<file path="config.mk">
export PLATFORM = sky130hd
export DESIGN_NAME = mpq_ctrl
export DESIGN_NICKNAME = d
export VERILOG_FILES = /design/src/mpq_pkg.sv /design/src/mpq_ctrl.sv
export SDC_FILE = /design/constraint.sdc
export NUM_CORES = 1
export LEC_CHECK = 0
export BUFFER_PORTS_ARGS = -buffer_cell sky130_fd_sc_hd__buf_2
export CAP_MARGIN = 20
export CORE_AREA = 5 5 42 44
export DETAILED_ROUTE_END_ITERATION = 8
export DIE_AREA = 0 0 47 49
export SYNTH_ARGS = -nofsm -noshare
export SYNTH_HDL_FRONTEND = slang
export SYNTH_SLANG_ARGS = --single-unit
</file>
<file path="constraint.sdc">
create_clock -name clk -period 1.9 [get_ports clk]
set_input_delay 0.285 -clock clk [delete_from_list [all_inputs] [get_ports clk]]
set_output_delay 0.285 -clock clk [all_outputs]
set_load 0.01 [all_outputs]
</file>
<file path="src/mpq_pkg.sv">
// mpq_pkg: types, constants and codes shared by the ready queue modules
// depends on nothing; used by mpq_ctrl, mpq_dpath and the top level

package mpq_pkg;

	// queue geometry
	localparam int LEVELS      = 140;
	localparam int LEVEL_DEPTH = 8;
	localparam int PRIO_CAP    = 139;

	// field widths fixed by the interface
	localparam int FIELD_W  = 8;
	localparam int S_DATA_W = 24;
	localparam int M_DATA_W = 24;

	// derived widths
	localparam int LVL_W       = (LEVELS > 1) ? $clog2(LEVELS) : 1;
	localparam int SLOT_W      = (LEVEL_DEPTH > 1) ? $clog2(LEVEL_DEPTH) : 1;
	localparam int CNT_W       = $clog2(LEVEL_DEPTH + 1);
	localparam int ENTRY_DEPTH = LEVELS * LEVEL_DEPTH;
	localparam int ENTRY_AW    = $clog2(ENTRY_DEPTH);

	// two-stage search over the non-empty map: groups of GRP_SIZE levels
	localparam int GRP_SIZE = 16;
	localparam int GRP_W    = $clog2(GRP_SIZE);
	localparam int NGRP     = (LEVELS + GRP_SIZE - 1) / GRP_SIZE;
	localparam int NGRP_W   = (NGRP > 1) ? $clog2(NGRP) : 1;
	localparam int MAP_W    = NGRP * GRP_SIZE;

	typedef enum logic {
		REQ_ENQ = 1'b0,
		REQ_DEQ = 1'b1
	} req_t;

	typedef enum logic [1:0] {
		STAT_OK    = 2'd0,
		STAT_DROP  = 2'd1,
		STAT_EMPTY = 2'd2
	} status_t;

	typedef enum logic [2:0] {
		S_IDLE,
		S_ENQ_WR,
		S_DEQ_FIND,
		S_DEQ_META,
		S_DEQ_DATA,
		S_DONE
	} state_t;

	// per level ring bookkeeping
	typedef struct packed {
		logic [CNT_W-1:0]  count;
		logic [SLOT_W-1:0] head;
	} meta_t;

	// one stored entry
	typedef struct packed {
		logic [FIELD_W-1:0] prio;
		logic [FIELD_W-1:0] pid;
	} entry_t;

	// one result word
	typedef struct packed {
		status_t            status;
		logic [FIELD_W-1:0] level;
		logic [FIELD_W-1:0] prio;
		logic [FIELD_W-1:0] pid;
	} result_t;

	// controller to datapath
	typedef struct packed {
		logic accept;
		logic enq_commit;
		logic deq_find;
		logic deq_commit;
		logic deq_result;
		logic load_out;
	} ctl_cmd_t;

	// datapath to controller
	typedef struct packed {
		logic in_deq;
		logic in_lvl_ok;
		logic any_ready;
		logic out_free;
	} dp_stat_t;

endpackage

</file>
<file path="src/mpq_ctrl.sv">
// mpq_ctrl: sequencer for enqueue and dequeue requests
// depends on mpq_pkg; drives mpq_dpath through ctl_cmd_t

module mpq_ctrl (
	input  logic              clk,
	input  logic              arst_n,
	input  logic              s_tvalid,
	output logic              s_ready,
	input  mpq_pkg::dp_stat_t stat,
	output mpq_pkg::ctl_cmd_t cmd
);

	mpq_pkg::state_t state_q, state_nxt, start_st;
	logic            accept;

	// input handshake: idle, or done with room in the output register
	assign s_ready = (state_q == mpq_pkg::S_IDLE) ||
	                 (state_q == mpq_pkg::S_DONE && stat.out_free);
	assign accept  = s_tvalid && s_ready;

	// first state for a newly accepted word
	always_comb begin
		if (stat.in_deq) begin
			start_st = mpq_pkg::S_DEQ_FIND;
		end else if (stat.in_lvl_ok) begin
			start_st = mpq_pkg::S_ENQ_WR;
		end else begin
			start_st = mpq_pkg::S_DONE;
		end
	end

	// next state
	always_comb begin
		state_nxt = state_q;
		unique case (state_q)
			mpq_pkg::S_IDLE: begin
				if (accept) state_nxt = start_st;
			end
			mpq_pkg::S_ENQ_WR:   state_nxt = mpq_pkg::S_DONE;
			mpq_pkg::S_DEQ_FIND: begin
				state_nxt = stat.any_ready ? mpq_pkg::S_DEQ_META : mpq_pkg::S_DONE;
			end
			mpq_pkg::S_DEQ_META: state_nxt = mpq_pkg::S_DEQ_DATA;
			mpq_pkg::S_DEQ_DATA: state_nxt = mpq_pkg::S_DONE;
			mpq_pkg::S_DONE: begin
				if (stat.out_free) state_nxt = accept ? start_st : mpq_pkg::S_IDLE;
			end
			default: state_nxt = mpq_pkg::S_IDLE;
		endcase
	end

	// command outputs
	always_comb begin
		cmd            = '0;
		cmd.accept     = accept;
		unique case (state_q)
			mpq_pkg::S_ENQ_WR:   cmd.enq_commit = 1'b1;
			mpq_pkg::S_DEQ_FIND: cmd.deq_find   = stat.any_ready;
			mpq_pkg::S_DEQ_META: cmd.deq_commit = 1'b1;
			mpq_pkg::S_DEQ_DATA: cmd.deq_result = 1'b1;
			mpq_pkg::S_DONE:     cmd.load_out   = stat.out_free;
			default: ;
		endcase
	end

	// state register
	always_ff @(posedge clk or negedge arst_n) begin
		if (!arst_n) begin
			state_q <= mpq_pkg::S_IDLE;
		end else begin
			state_q <= state_nxt;
		end
	end

endmodule

</file>
==> metrics.txt, run 1 <==
# TYPE chip_impl_metric gauge
chip_impl_metric{name="critical_path.max_stage_delay",unit="ns"} 0.48
chip_impl_metric{name="globalRouteTotalUtil",unit="%"} 7.20
chip_impl_metric{name="dr_total_vias",unit=""} 306
chip_impl_metric{name="totalWireLength",unit="µm"} 708
chip_impl_metric{name="total_leakage_power",unit="µW"} 0.000184
chip_impl_metric{name="max_reg_flops",unit=""} 3
chip_impl_info{name="crit_family",value="flip-flops"} 1
chip_impl_metric{name="register_to_register_path_depth",unit=""} 3
chip_impl_metric{name="syn_area_per_cell",unit="µm²"} 7.77
chip_impl_metric{name="yosysSeqAreaShare",unit="%"} 25.4
chip_impl_metric{name="synth_top_cell_area_share",unit="%"} 25.4
chip_impl_metric{name="critical_path_peak_fanout",unit=""} 12
chip_impl_metric{name="maximum_number_of_pins_on_one_net_before_global_route_repair",unit=""} 15
chip_impl_info{name="synthTopCellsByArea",value="dfrtp_1 25%, a21oi_1 6.8%, a2111oi_2 5.1%, buf_4 5.1%, nand2_1 5.1%"} 1
chip_impl_metric{name="antenna-diode-count",unit=""} 0
chip_impl_metric{name="grt_remaining_overflow",unit=""} 0
chip_impl_metric{name="cts_buffers",unit=""} 3
chip_impl_metric{name="total_switching_power",unit="µW"} 230
chip_impl_metric{name="drive_gt1_share",unit="%"} 34.6
chip_impl_metric{name="worst_setup_hold_path_clk_slew",unit="ns"} 0.04
chip_impl_metric{name="post_synth_instance_area",unit="µm²"} 295
chip_impl_metric{name="clock-sinks",unit=""} 3
chip_impl_metric{name="areaGrowthSynthToFinish",unit="%"} 30.5
chip_impl_info{name="max_flop_register",value="state_q"} 1
chip_impl_metric{name="timing_hold_violations_final",unit=""} 0
chip_impl_metric{name="vdd_ir_drop_max",unit="mV"} 0.623
chip_impl_metric{name="finalSetupViolations",unit=""} 0
chip_impl_metric{name="ioPinCount",unit=""} 14
chip_impl_info{name="worstPathCellList",value="or2_1, a21oi_1, and2_1, buf_2"} 1
chip_impl_metric{name="max_cap_violations",unit=""} 0
chip_impl_metric{name="power.share.clock",unit="%"} 20.5
chip_impl_metric{name="finish.instance_area",unit="µm²"} 385
chip_impl_metric{name="synth_enable_flop_cells",unit=""} 0
chip_impl_info{name="start_kind",value="flip-flop"} 1
chip_impl_metric{name="fin_skew",unit="ns"} 0.00269
chip_impl_metric{name="max_freq",unit="MHz"} 573
chip_impl_metric{name="period_share",unit="%"} 91.8
chip_impl_metric{name="rows",unit=""} 14
chip_impl_metric{name="power.density_cell_area",unit="nW/µm²"} 1370
chip_impl_metric{name="netlist_instances",unit=""} 38
chip_impl_info{name="hold_path_class",value="in2async"} 1
chip_impl_metric{name="detail_routed_net_length_per_standard_cell",unit="µm"} 10.4
chip_impl_metric{name="sequential_fraction_of_design_power",unit="%"} 31.2
chip_impl_metric{name="place_congestion",unit=""} 0.662
chip_impl_metric{name="path_buf_inv",unit=""} 1
chip_impl_info{name="critical_path_class",value="reg2out"} 1
chip_impl_metric{name="worst_slew_pin_slew",unit="ns"} 0.364
chip_impl_metric{name="first_pass_grt_wire_length",unit="mm"} 1.22
chip_impl_metric{name="yosys.cell_types.count",unit=""} 24
chip_impl_metric{name="vias_in_the_first_global_route",unit=""} 291
chip_impl_metric{name="number_of_warnings_printed_during_yosys_synthesis",unit=""} 0
chip_impl_metric{name="synth_seq_cells",unit=""} 3
chip_impl_metric{name="arrival_worst_endpoint",unit="ns"} 1.46
chip_impl_metric{name="postSynth.asyncResetShare",unit="%"} 100
chip_impl_metric{name="design.die.area",unit="µm²"} 2300
chip_impl_metric{name="die_height",unit="µm"} 49
chip_impl_metric{name="fin_hold_ws",unit="ns"} 0.381
chip_impl_metric{name="dp_hpwl",unit="µm"} 584
chip_impl_metric{name="drt-vias-per-instance",unit=""} 4.50
chip_impl_metric{name="number_of_drc_violations_after_detailed_routing_iteration_0",unit=""} 2
chip_impl_metric{name="ant_nets",unit=""} 0
chip_impl_info{name="timing.rr.end",value="state_q[2]"} 1
chip_impl_info{name="synth.cells.most_frequent",value="4 x a21oi_1, 4 x nand2_1, 4 x nor2_1"} 1
chip_impl_info{name="critical-path-slowest-cell",value="dfrtp_1"} 1
chip_impl_metric{name="cts_setup_buffers",unit=""} 0
chip_impl_metric{name="post-route-util",unit="%"} 27.5
chip_impl_metric{name="clk_latency",unit="ns"} 0.23
chip_impl_metric{name="io_buffers",unit=""} 13
chip_impl_metric{name="core_area",unit="µm²"} 1400
chip_impl_info{name="post-synth-top-area-cell",value="dfrtp_1"} 1
chip_impl_metric{name="htreeDepth",unit=""} 1
chip_impl_metric{name="cellInternalPower",unit="µW"} 298
chip_impl_metric{name="initial_utilization",unit="%"} 21.1
chip_impl_metric{name="netSwitchingFraction",unit="%"} 43.6
chip_impl_info{name="grt_setup_unrepaired",value="false"} 1
chip_impl_metric{name="period_needed",unit="ns"} 1.74
chip_impl_info{name="status",value="complete, no violations"} 1
chip_impl_metric{name="drc",unit=""} 0
chip_impl_info{name="crit-reg2reg-launch",value="state_q[2]"} 1
chip_impl_metric{name="rrSetupSlack",unit="ns"} 0.46
chip_impl_metric{name="combinationalPowerShare",unit="%"} 48.4
chip_impl_metric{name="tns",unit="ns"} 0
chip_impl_info{name="category_of_the_worst_setup_path_capture_point",value="output port"} 1
chip_impl_metric{name="worst_case_clock_buffer_depth",unit=""} 2
chip_impl_metric{name="synthesis.nets",unit=""} 45
chip_impl_metric{name="dpl-instance-area",unit="µm²"} 349
chip_impl_info{name="largest_registers",value="state_q (3)"} 1
chip_impl_info{name="clock_tree_from_tritoncts",value="yes"} 1
chip_impl_metric{name="antenna_found_initial",unit=""} 0
chip_impl_metric{name="detailedRoute.firstPassIterationCount",unit=""} 2
chip_impl_info{name="ctsRootBufferMaster",value="clkbuf_4"} 1
chip_impl_info{name="synth_flop_cell",value="dfrtp_1"} 1
chip_impl_metric{name="worst_max_slew_margin_expressed_relative_to_the_limit",unit="%"} 75.7
chip_impl_metric{name="timing.critical_path.required",unit="ns"} 1.62
chip_impl_metric{name="die-width",unit="µm"} 47
chip_impl_metric{name="maxSlewViolCount",unit=""} 0
chip_impl_metric{name="design.final.nets",unit=""} 60
[cell usage in the layout, fill, tap and decap left out]
| master | n |
|---|---|
| buf_2 | 13 |
| nand2_1 | 4 |
| nor2_1 | 4 |
| a21oi_1 | 4 |
| clkbuf_4 | 3 |
| dfrtp_1 | 3 |
| nand2b_1 | 2 |
| nor2b_1 | 2 |
| inv_1 | 1 |
| nor3_1 | 1 |
| or2_1 | 1 |
| nand3_1 | 1 |
| and2_1 | 1 |
| nand4_1 | 1 |
| a2111oi_2 | 1 |
| or2b_1 | 1 |
| or4_4 | 1 |
| o311a_1 | 1 |
| o21ai_0 | 1 |
| o211a_1 | 1 |
| o21bai_1 | 1 |
| nor4_1 | 1 |
| a221oi_1 | 1 |
| clkbuf_1 | 1 |
| dlygate4sd3_1 | 1 |
[power groups by stage]
stage	Sequential [µW]	Clock [µW]	Combinational [µW]
final	165	108	255
after global routing	175	125	283
after CTS	163	114	262
after detailed placement	164	0	260
after global placement	164	0	255
after floorplan	110	0	268
[metal layers]
layer	track usage [%]	share of wire (%)	up-vias	wire [µm]
met5	0	0	-	0
met2	10.2	45	10	319
met1	9.07	46	134	326
met3	3.69	8.8	0	62
li1	-	-	162	-
met4	2.76	0	0	0
[logic make-up (layout without fill, tap and decap cells)]
group                  count (synthesis)  after routing  share of synthesized area (%)
AND/OR/NAND/NOR                       20             20                           36.9
AO/OA/AOI/OAI                         10             10                           25.8
buffers and inverters                  5             19                           11.9
flip-flops                             3              3                           25.4
[cell type report]
type | instances | area, µm²
fillers | 173 | 1020
multi-input cells | 30 | 185
inverters | 1 | 3.75
clock buffers | 4 | 26.3
flip-flops and latches | 3 | 75.1
repair buffers | 14 | 75.1
well taps | 16 | 20.0
[through the flow]
| step | instances | power [µW] | worst slack (ns) |
|---|---|---|---|
| global placement | 63 | 419 | 0.422 |
| global route | 68 | 583 | 0.0458 |
| CTS | 68 | 540 | 0.148 |
| detailed placement | 63 | 424 | 0.404 |
| floorplan | 38 | 377 | 0.439 |
| finish | 68 | 528 | 0.156 |
[timing repair]
action                    in CTS  in global routing
resized for setup              0                  0
hold endpoints to repair       3                  0
hold buffers                   1                  0
[worst register-to-register path, delay by kind of cell, from the launching register on]
family             cells  cell delay, ns
DFF                    1            0.48
AOI/OAI and AO/OA      2            0.57
and+or+nand+nor        1            0.33
[how the worst max path moves through the flow]
stage,from,to,cells past startpoint
6_report,state_q[2],cmd[5],4
2_1_floorplan,state_q[2],cmd[5],4
4_1_cts,state_q[2],cmd[5],4
3_5_place_dp,state_q[2],cmd[5],4
5_1_grt,state_q[2],cmd[5],4
3_3_place_gp,state_q[2],cmd[5],4
(Power assumes the default switching activity.)
==> run 2: changes to the inputs <==
Settings changed: RECOVER_POWER from default to 25.
==> metrics.txt, run 2 (same netlist as run 1, synthesis figures left out) <==
# TYPE chip_impl_metric gauge
chip_impl_metric{name="netSwitchingFraction",unit="%"} 43.6
chip_impl_info{name="timing.rr.end",value="state_q[2]"} 1
chip_impl_metric{name="multi_input_area",unit="µm²"} 185
chip_impl_metric{name="cts_buffers",unit=""} 3
chip_impl_metric{name="vias_in_the_first_global_route",unit=""} 291
chip_impl_metric{name="antenna_found_initial",unit=""} 0
chip_impl_metric{name="place_congestion",unit=""} 0.662
chip_impl_info{name="clock_tree_from_tritoncts",value="yes"} 1
chip_impl_metric{name="drt-vias-per-instance",unit=""} 4.50
chip_impl_metric{name="total_switching_power",unit="µW"} 230
chip_impl_metric{name="max_cap_violations",unit=""} 0
chip_impl_metric{name="vdd_ir_drop_max",unit="mV"} 0.623
chip_impl_metric{name="register_to_register_path_depth",unit=""} 3
chip_impl_metric{name="detail_routed_net_length_per_standard_cell",unit="µm"} 10.4
chip_impl_metric{name="instances_no_fill",unit=""} 68
chip_impl_metric{name="timing.critical_path.required",unit="ns"} 1.62
chip_impl_metric{name="clock-sinks",unit=""} 3
chip_impl_metric{name="drc",unit=""} 0
chip_impl_info{name="final_common_cell",value="buf_2"} 1
chip_impl_metric{name="rows",unit=""} 14
chip_impl_metric{name="number_of_drc_violations_after_detailed_routing_iteration_0",unit=""} 2
chip_impl_metric{name="first_pass_grt_wire_length",unit="mm"} 1.22
chip_impl_metric{name="total_leakage_power",unit="µW"} 0.000181
chip_impl_metric{name="postCtsResizedCells",unit=""} 0
chip_impl_info{name="ctsRootBufferMaster",value="clkbuf_4"} 1
chip_impl_metric{name="dp.cells",unit=""} 63
chip_impl_metric{name="io_buffers",unit=""} 13
chip_impl_metric{name="die-width",unit="µm"} 47
chip_impl_metric{name="htreeDepth",unit=""} 1
chip_impl_metric{name="core_area",unit="µm²"} 1400
chip_impl_metric{name="dr_total_vias",unit=""} 306
chip_impl_info{name="worstPathCellList",value="or2_1, a21oi_1, and2_1, buf_2"} 1
chip_impl_metric{name="antenna-diode-count",unit=""} 0
chip_impl_metric{name="regArea",unit="µm²"} 75.1
chip_impl_metric{name="worst_setup_hold_path_clk_slew",unit="ns"} 0.04
chip_impl_info{name="critical-path-slowest-cell",value="dfrtp_1"} 1
chip_impl_info{name="largest_registers",value="state_q (3)"} 1
chip_impl_metric{name="cellInternalPower",unit="µW"} 298
chip_impl_metric{name="totalWireLength",unit="µm"} 709
chip_impl_metric{name="grt_remaining_overflow",unit=""} 0
chip_impl_metric{name="ant_nets",unit=""} 0
chip_impl_metric{name="dp_hpwl",unit="µm"} 584
chip_impl_metric{name="worst_slew_pin_slew",unit="ns"} 0.364
chip_impl_metric{name="fin_skew",unit="ns"} 0.00249
chip_impl_metric{name="sequential_fraction_of_design_power",unit="%"} 31.2
chip_impl_metric{name="period_needed",unit="ns"} 1.74
chip_impl_metric{name="clk_latency",unit="ns"} 0.23
chip_impl_metric{name="maxSlewViolCount",unit=""} 0
chip_impl_info{name="critical_path_class",value="reg2out"} 1
chip_impl_info{name="status",value="complete, no violations"} 1
chip_impl_info{name="hold_path_class",value="in2async"} 1
chip_impl_metric{name="critical_path_peak_fanout",unit=""} 12
chip_impl_metric{name="max_reg_flops",unit=""} 3
chip_impl_metric{name="design.die.area",unit="µm²"} 2300
chip_impl_metric{name="design.final.nets",unit=""} 60
chip_impl_metric{name="die_height",unit="µm"} 49
chip_impl_metric{name="timing_hold_violations_final",unit=""} 0
chip_impl_metric{name="power.share.clock",unit="%"} 20.5
chip_impl_info{name="start_kind",value="flip-flop"} 1
chip_impl_info{name="crit-reg2reg-launch",value="state_q[2]"} 1
chip_impl_metric{name="fillerInstances",unit=""} 174
chip_impl_info{name="grt_setup_unrepaired",value="false"} 1
chip_impl_metric{name="critical_path.max_stage_delay",unit="ns"} 0.48
chip_impl_metric{name="period_share",unit="%"} 91.8
chip_impl_metric{name="arrival_worst_endpoint",unit="ns"} 1.46
chip_impl_info{name="final_cell_mix",value="12 x buf_2, 4 x nand2_1, 4 x nor2_1, 4 x a21oi_1"} 1
chip_impl_metric{name="worst_case_clock_buffer_depth",unit=""} 2
chip_impl_metric{name="rrSetupSlack",unit="ns"} 0.46
chip_impl_metric{name="combinationalPowerShare",unit="%"} 48.3
chip_impl_metric{name="detailedRoute.firstPassIterationCount",unit=""} 2
chip_impl_metric{name="globalRouteTotalUtil",unit="%"} 7.20
chip_impl_metric{name="power.density_cell_area",unit="nW/µm²"} 1380
chip_impl_metric{name="max_freq",unit="MHz"} 573
chip_impl_metric{name="ioPinCount",unit=""} 14
chip_impl_info{name="category_of_the_worst_setup_path_capture_point",value="output port"} 1
chip_impl_info{name="max_flop_register",value="state_q"} 1
chip_impl_metric{name="finalSetupViolations",unit=""} 0
chip_impl_metric{name="worst_max_slew_margin_expressed_relative_to_the_limit",unit="%"} 75.7
chip_impl_metric{name="tns",unit="ns"} 0
chip_impl_metric{name="drive_gt1_share",unit="%"} 32.7
chip_impl_metric{name="maximum_number_of_pins_on_one_net_before_global_route_repair",unit=""} 15
chip_impl_metric{name="areaGrowthSynthToFinish",unit="%"} 30.1
chip_impl_metric{name="initial_utilization",unit="%"} 21.1
-- run 2: what timing repair did --
action | 4_1_cts | 5_1_grt
hold buffers | 1 | 0
endpoints found under the hold margin | 3 | 0
buffers inserted | 0 | 0
-- run 2: power groups by stage --
stage | registers [µW] | logic (µW) | clock network (µW)
final | 165 | 255 | 108
after global routing | 175 | 282 | 125
after CTS | 163 | 262 | 114
after detailed placement | 164 | 260 | 0
after global placement | 164 | 255 | 0
after floorplan | 110 | 268 | 0
-- run 2: layout make-up --
type | instances | share of cell area [%]
Multi-Input combinational cell | 30 | 48.2
Tap cell | 16 | 5.21
Clock buffer | 4 | 6.84
Sequential cell | 3 | 19.5
Inverter | 1 | 0.977
Timing Repair Buffer | 14 | 19.2
-- run 2: per-layer routing --
layer / track usage [%] / part of all wire, % / vias up
li1: - / - / 162
met1: 9.07 / 46 / 134
met2: 10.2 / 45 / 10
met3: 3.69 / 8.7 / 0
met4: 2.76 / 0 / 0
met5: 0 / 0 / -
-- run 2: how the worst max path moves through the flow --
stage                         to       start  slack [ns]  cells past startpoint
after floorplan           cmd[5]  state_q[2]        0.44                      4
after global placement    cmd[5]  state_q[2]        0.42                      4
after detailed placement  cmd[5]  state_q[2]        0.40                      4
after CTS                 cmd[5]  state_q[2]        0.15                      4
after global routing      cmd[5]  state_q[2]        0.05                      4
final                     cmd[5]  state_q[2]        0.16                      4
-- run 2: worst max-delay path: cells and delay by family (launching register included) --
kind	cells	cell delay, ns
AO/OA/AOI/OAI	1	0.17
flip-flops	1	0.48
buffers and inverters	1	0.12
AND/OR/NAND/NOR	2	0.47
-- run 2: through the flow --
stage | hold slack [ns] | setup WS, ns | total power (µW) | cell area, µm² | utilization (%)
floorplan | -0.0106 | 0.439 | 377 | 295 | -
global placement | 0.0846 | 0.422 | 419 | 349 | 24.9
detailed placement | 0.0838 | 0.404 | 424 | 349 | 24.9
CTS | 0.368 | 0.148 | 540 | 385 | 27.5
global route | 0.405 | 0.0458 | 582 | 384 | 27.4
finish | 0.398 | 0.156 | 528 | 384 | 27.4
==> run 3: changes to the inputs <==
Settings changed: PLACE_DENSITY_LB_ADDON from default to 0.2.
==> metrics.txt, run 3 (same netlist as run 1, synthesis figures left out) <==
# TYPE chip_impl_metric gauge
chip_impl_metric{name="timing_hold_violations_final",unit=""} 0
chip_impl_metric{name="drt-vias-per-instance",unit=""} 4.52
chip_impl_metric{name="worst_setup_hold_path_clk_slew",unit="ns"} 0.04
chip_impl_metric{name="grt_remaining_overflow",unit=""} 0
chip_impl_metric{name="post-route-util",unit="%"} 27.9
chip_impl_metric{name="areaGrowthSynthToFinish",unit="%"} 32.6
chip_impl_metric{name="io_buffers",unit=""} 13
chip_impl_metric{name="fillerInstances",unit=""} 166
chip_impl_metric{name="core_area",unit="µm²"} 1400
chip_impl_metric{name="worst_case_clock_buffer_depth",unit=""} 2
chip_impl_metric{name="die_height",unit="µm"} 49
chip_impl_metric{name="maxSlewViolCount",unit=""} 0
chip_impl_metric{name="dp_hpwl",unit="µm"} 567
chip_impl_metric{name="cts_buffers",unit=""} 3
chip_impl_metric{name="arrival_worst_endpoint",unit="ns"} 1.48
chip_impl_metric{name="cts_setup_buffers",unit=""} 0
chip_impl_info{name="clock_tree_from_tritoncts",value="yes"} 1
chip_impl_info{name="category_of_the_worst_setup_path_capture_point",value="output port"} 1
chip_impl_metric{name="dr_total_vias",unit=""} 312
chip_impl_metric{name="antenna_found_initial",unit=""} 0
chip_impl_metric{name="antenna-diode-count",unit=""} 0
chip_impl_metric{name="period_share",unit="%"} 92.8
chip_impl_metric{name="clock-sinks",unit=""} 3
chip_impl_metric{name="first_pass_grt_wire_length",unit="mm"} 1.24
chip_impl_metric{name="tns",unit="ns"} 0
chip_impl_metric{name="worst_slack",unit="ns"} 0.138
chip_impl_metric{name="max_cap_violations",unit=""} 0
chip_impl_info{name="ctsRootBufferMaster",value="clkbuf_4"} 1
chip_impl_metric{name="die-width",unit="µm"} 47
chip_impl_metric{name="max_freq",unit="MHz"} 567
chip_impl_metric{name="critical_path_peak_fanout",unit=""} 12
chip_impl_metric{name="rows",unit=""} 14
chip_impl_metric{name="timing.critical_path.required",unit="ns"} 1.62
chip_impl_metric{name="drive_gt1_share",unit="%"} 34.0
chip_impl_metric{name="maximum_number_of_pins_on_one_net_before_global_route_repair",unit=""} 15
chip_impl_info{name="max_flop_register",value="state_q"} 1
chip_impl_metric{name="globalRouteTotalUtil",unit="%"} 7.20
chip_impl_metric{name="ant_nets",unit=""} 0
chip_impl_metric{name="drc",unit=""} 0
chip_impl_metric{name="place_congestion",unit=""} 0.659
chip_impl_metric{name="number_of_drc_violations_after_detailed_routing_iteration_0",unit=""} 8
chip_impl_info{name="final_cell_mix",value="12 x buf_2, 4 x nand2_1, 4 x nor2_1, 4 x a21oi_1"} 1
chip_impl_metric{name="fin_skew",unit="ns"} 0.000628
chip_impl_metric{name="finalSetupViolations",unit=""} 0
chip_impl_metric{name="dp_worst_setup_slack",unit="ns"} 0.383
chip_impl_metric{name="clk_latency",unit="ns"} 0.23
chip_impl_metric{name="design.die.area",unit="µm²"} 2300
chip_impl_info{name="start_kind",value="flip-flop"} 1
chip_impl_metric{name="max_reg_flops",unit=""} 3
chip_impl_metric{name="vias_in_the_first_global_route",unit=""} 298
chip_impl_info{name="status",value="complete, no violations"} 1
chip_impl_metric{name="worst_max_slew_margin_expressed_relative_to_the_limit",unit="%"} 74.3
chip_impl_metric{name="vdd_ir_drop_max",unit="mV"} 0.565
chip_impl_metric{name="power.density_cell_area",unit="nW/µm²"} 1400
chip_impl_info{name="hold_path_class",value="in2async"} 1
chip_impl_metric{name="detail_routed_net_length_per_standard_cell",unit="µm"} 10.6
chip_impl_metric{name="total_leakage_power",unit="µW"} 0.000186
chip_impl_metric{name="initial_utilization",unit="%"} 21.1
chip_impl_metric{name="worst_slew_pin_slew",unit="ns"} 0.386
chip_impl_metric{name="period_needed",unit="ns"} 1.76
chip_impl_info{name="final_common_cell",value="buf_2"} 1
chip_impl_info{name="critical_path_class",value="reg2out"} 1
chip_impl_metric{name="detailedRoute.firstPassIterationCount",unit=""} 2
chip_impl_info{name="largest_registers",value="state_q (3)"} 1
chip_impl_metric{name="totalWireLength",unit="µm"} 734
chip_impl_metric{name="ioPinCount",unit=""} 14
chip_impl_info{name="grt_setup_unrepaired",value="false"} 1
chip_impl_metric{name="htreeDepth",unit=""} 1
chip_impl_metric{name="design.final.nets",unit=""} 61
run 3: cell types whose count changed in the layout (fill, tap and decap cells not counted):
cell	delta
buf_4	+1
run 3: area by class of cell:
class | count | area [µm²] | area share [%]
timing repair buffer | 15 | 81.3 | 20.8
sequential | 3 | 75.1 | 19.2
inverter | 1 | 3.75 | 0.958
clock buffer | 4 | 26.3 | 6.71
multi-input combinational | 30 | 185 | 47.3
tap | 16 | 20.0 | 5.11
run 3: layer usage:
| layer | up-vias | global-route usage (%) | part of all wire [%] |
|---|---|---|---|
| li1 | 163 | - | - |
| met1 | 141 | 9.73 | 44 |
| met2 | 8 | 9.95 | 49 |
| met3 | 0 | 1.85 | 6.7 |
| met4 | 0 | 4.15 | 0 |
| met5 | - | 0 | 0 |
run 3: worst paths after layout:
| path | startpoint | endpoint | slack [ns] | cells past startpoint |
|---|---|---|---|---|
| worst max-delay path | state_q[2] | cmd[5] | 0.14 | 4 |
| worst min-delay path | arst_n | state_q[2] | 0.39 | 2 |
| worst max register to register | state_q[2] | state_q[2] | 0.49 | 3 |
| worst min register to register | state_q[0] | state_q[0] | 0.72 | 2 |
| max in group asynchronous | arst_n | state_q[0] | 1.36 | 2 |
| min in group clk | s_tvalid | state_q[1] | 0.45 | 3 |
run 3: report_power, final:
group,leakage (µW),internal (µW),switching [µW]
Clock,0.0000150,78.7,32.2
Combinational,0.000135,140,144
Sequential,0.0000357,90.8,64.0
run 3: per-stage QoR:
step	area [µm²]	total power (µW)	cells	hold WS (ns)
detailed placement	357	438	64	0.0831
floorplan	295	377	38	-0.0106
global placement	357	442	64	0.0843
global route	392	602	69	0.404
CTS	393	557	69	0.366
finish	392	549	69	0.393
run 3: critical path: stages (launching register included):
cell	delay, ns
dfrtp_1	0.49
or2_1	0.33
a21oi_1	0.17
and2_1	0.14
buf_2	0.12
run 3: timing repair:
action	CTS	global route
gates resized for setup	0	0
hold buffers	1	0
endpoints found under the hold margin	3	0
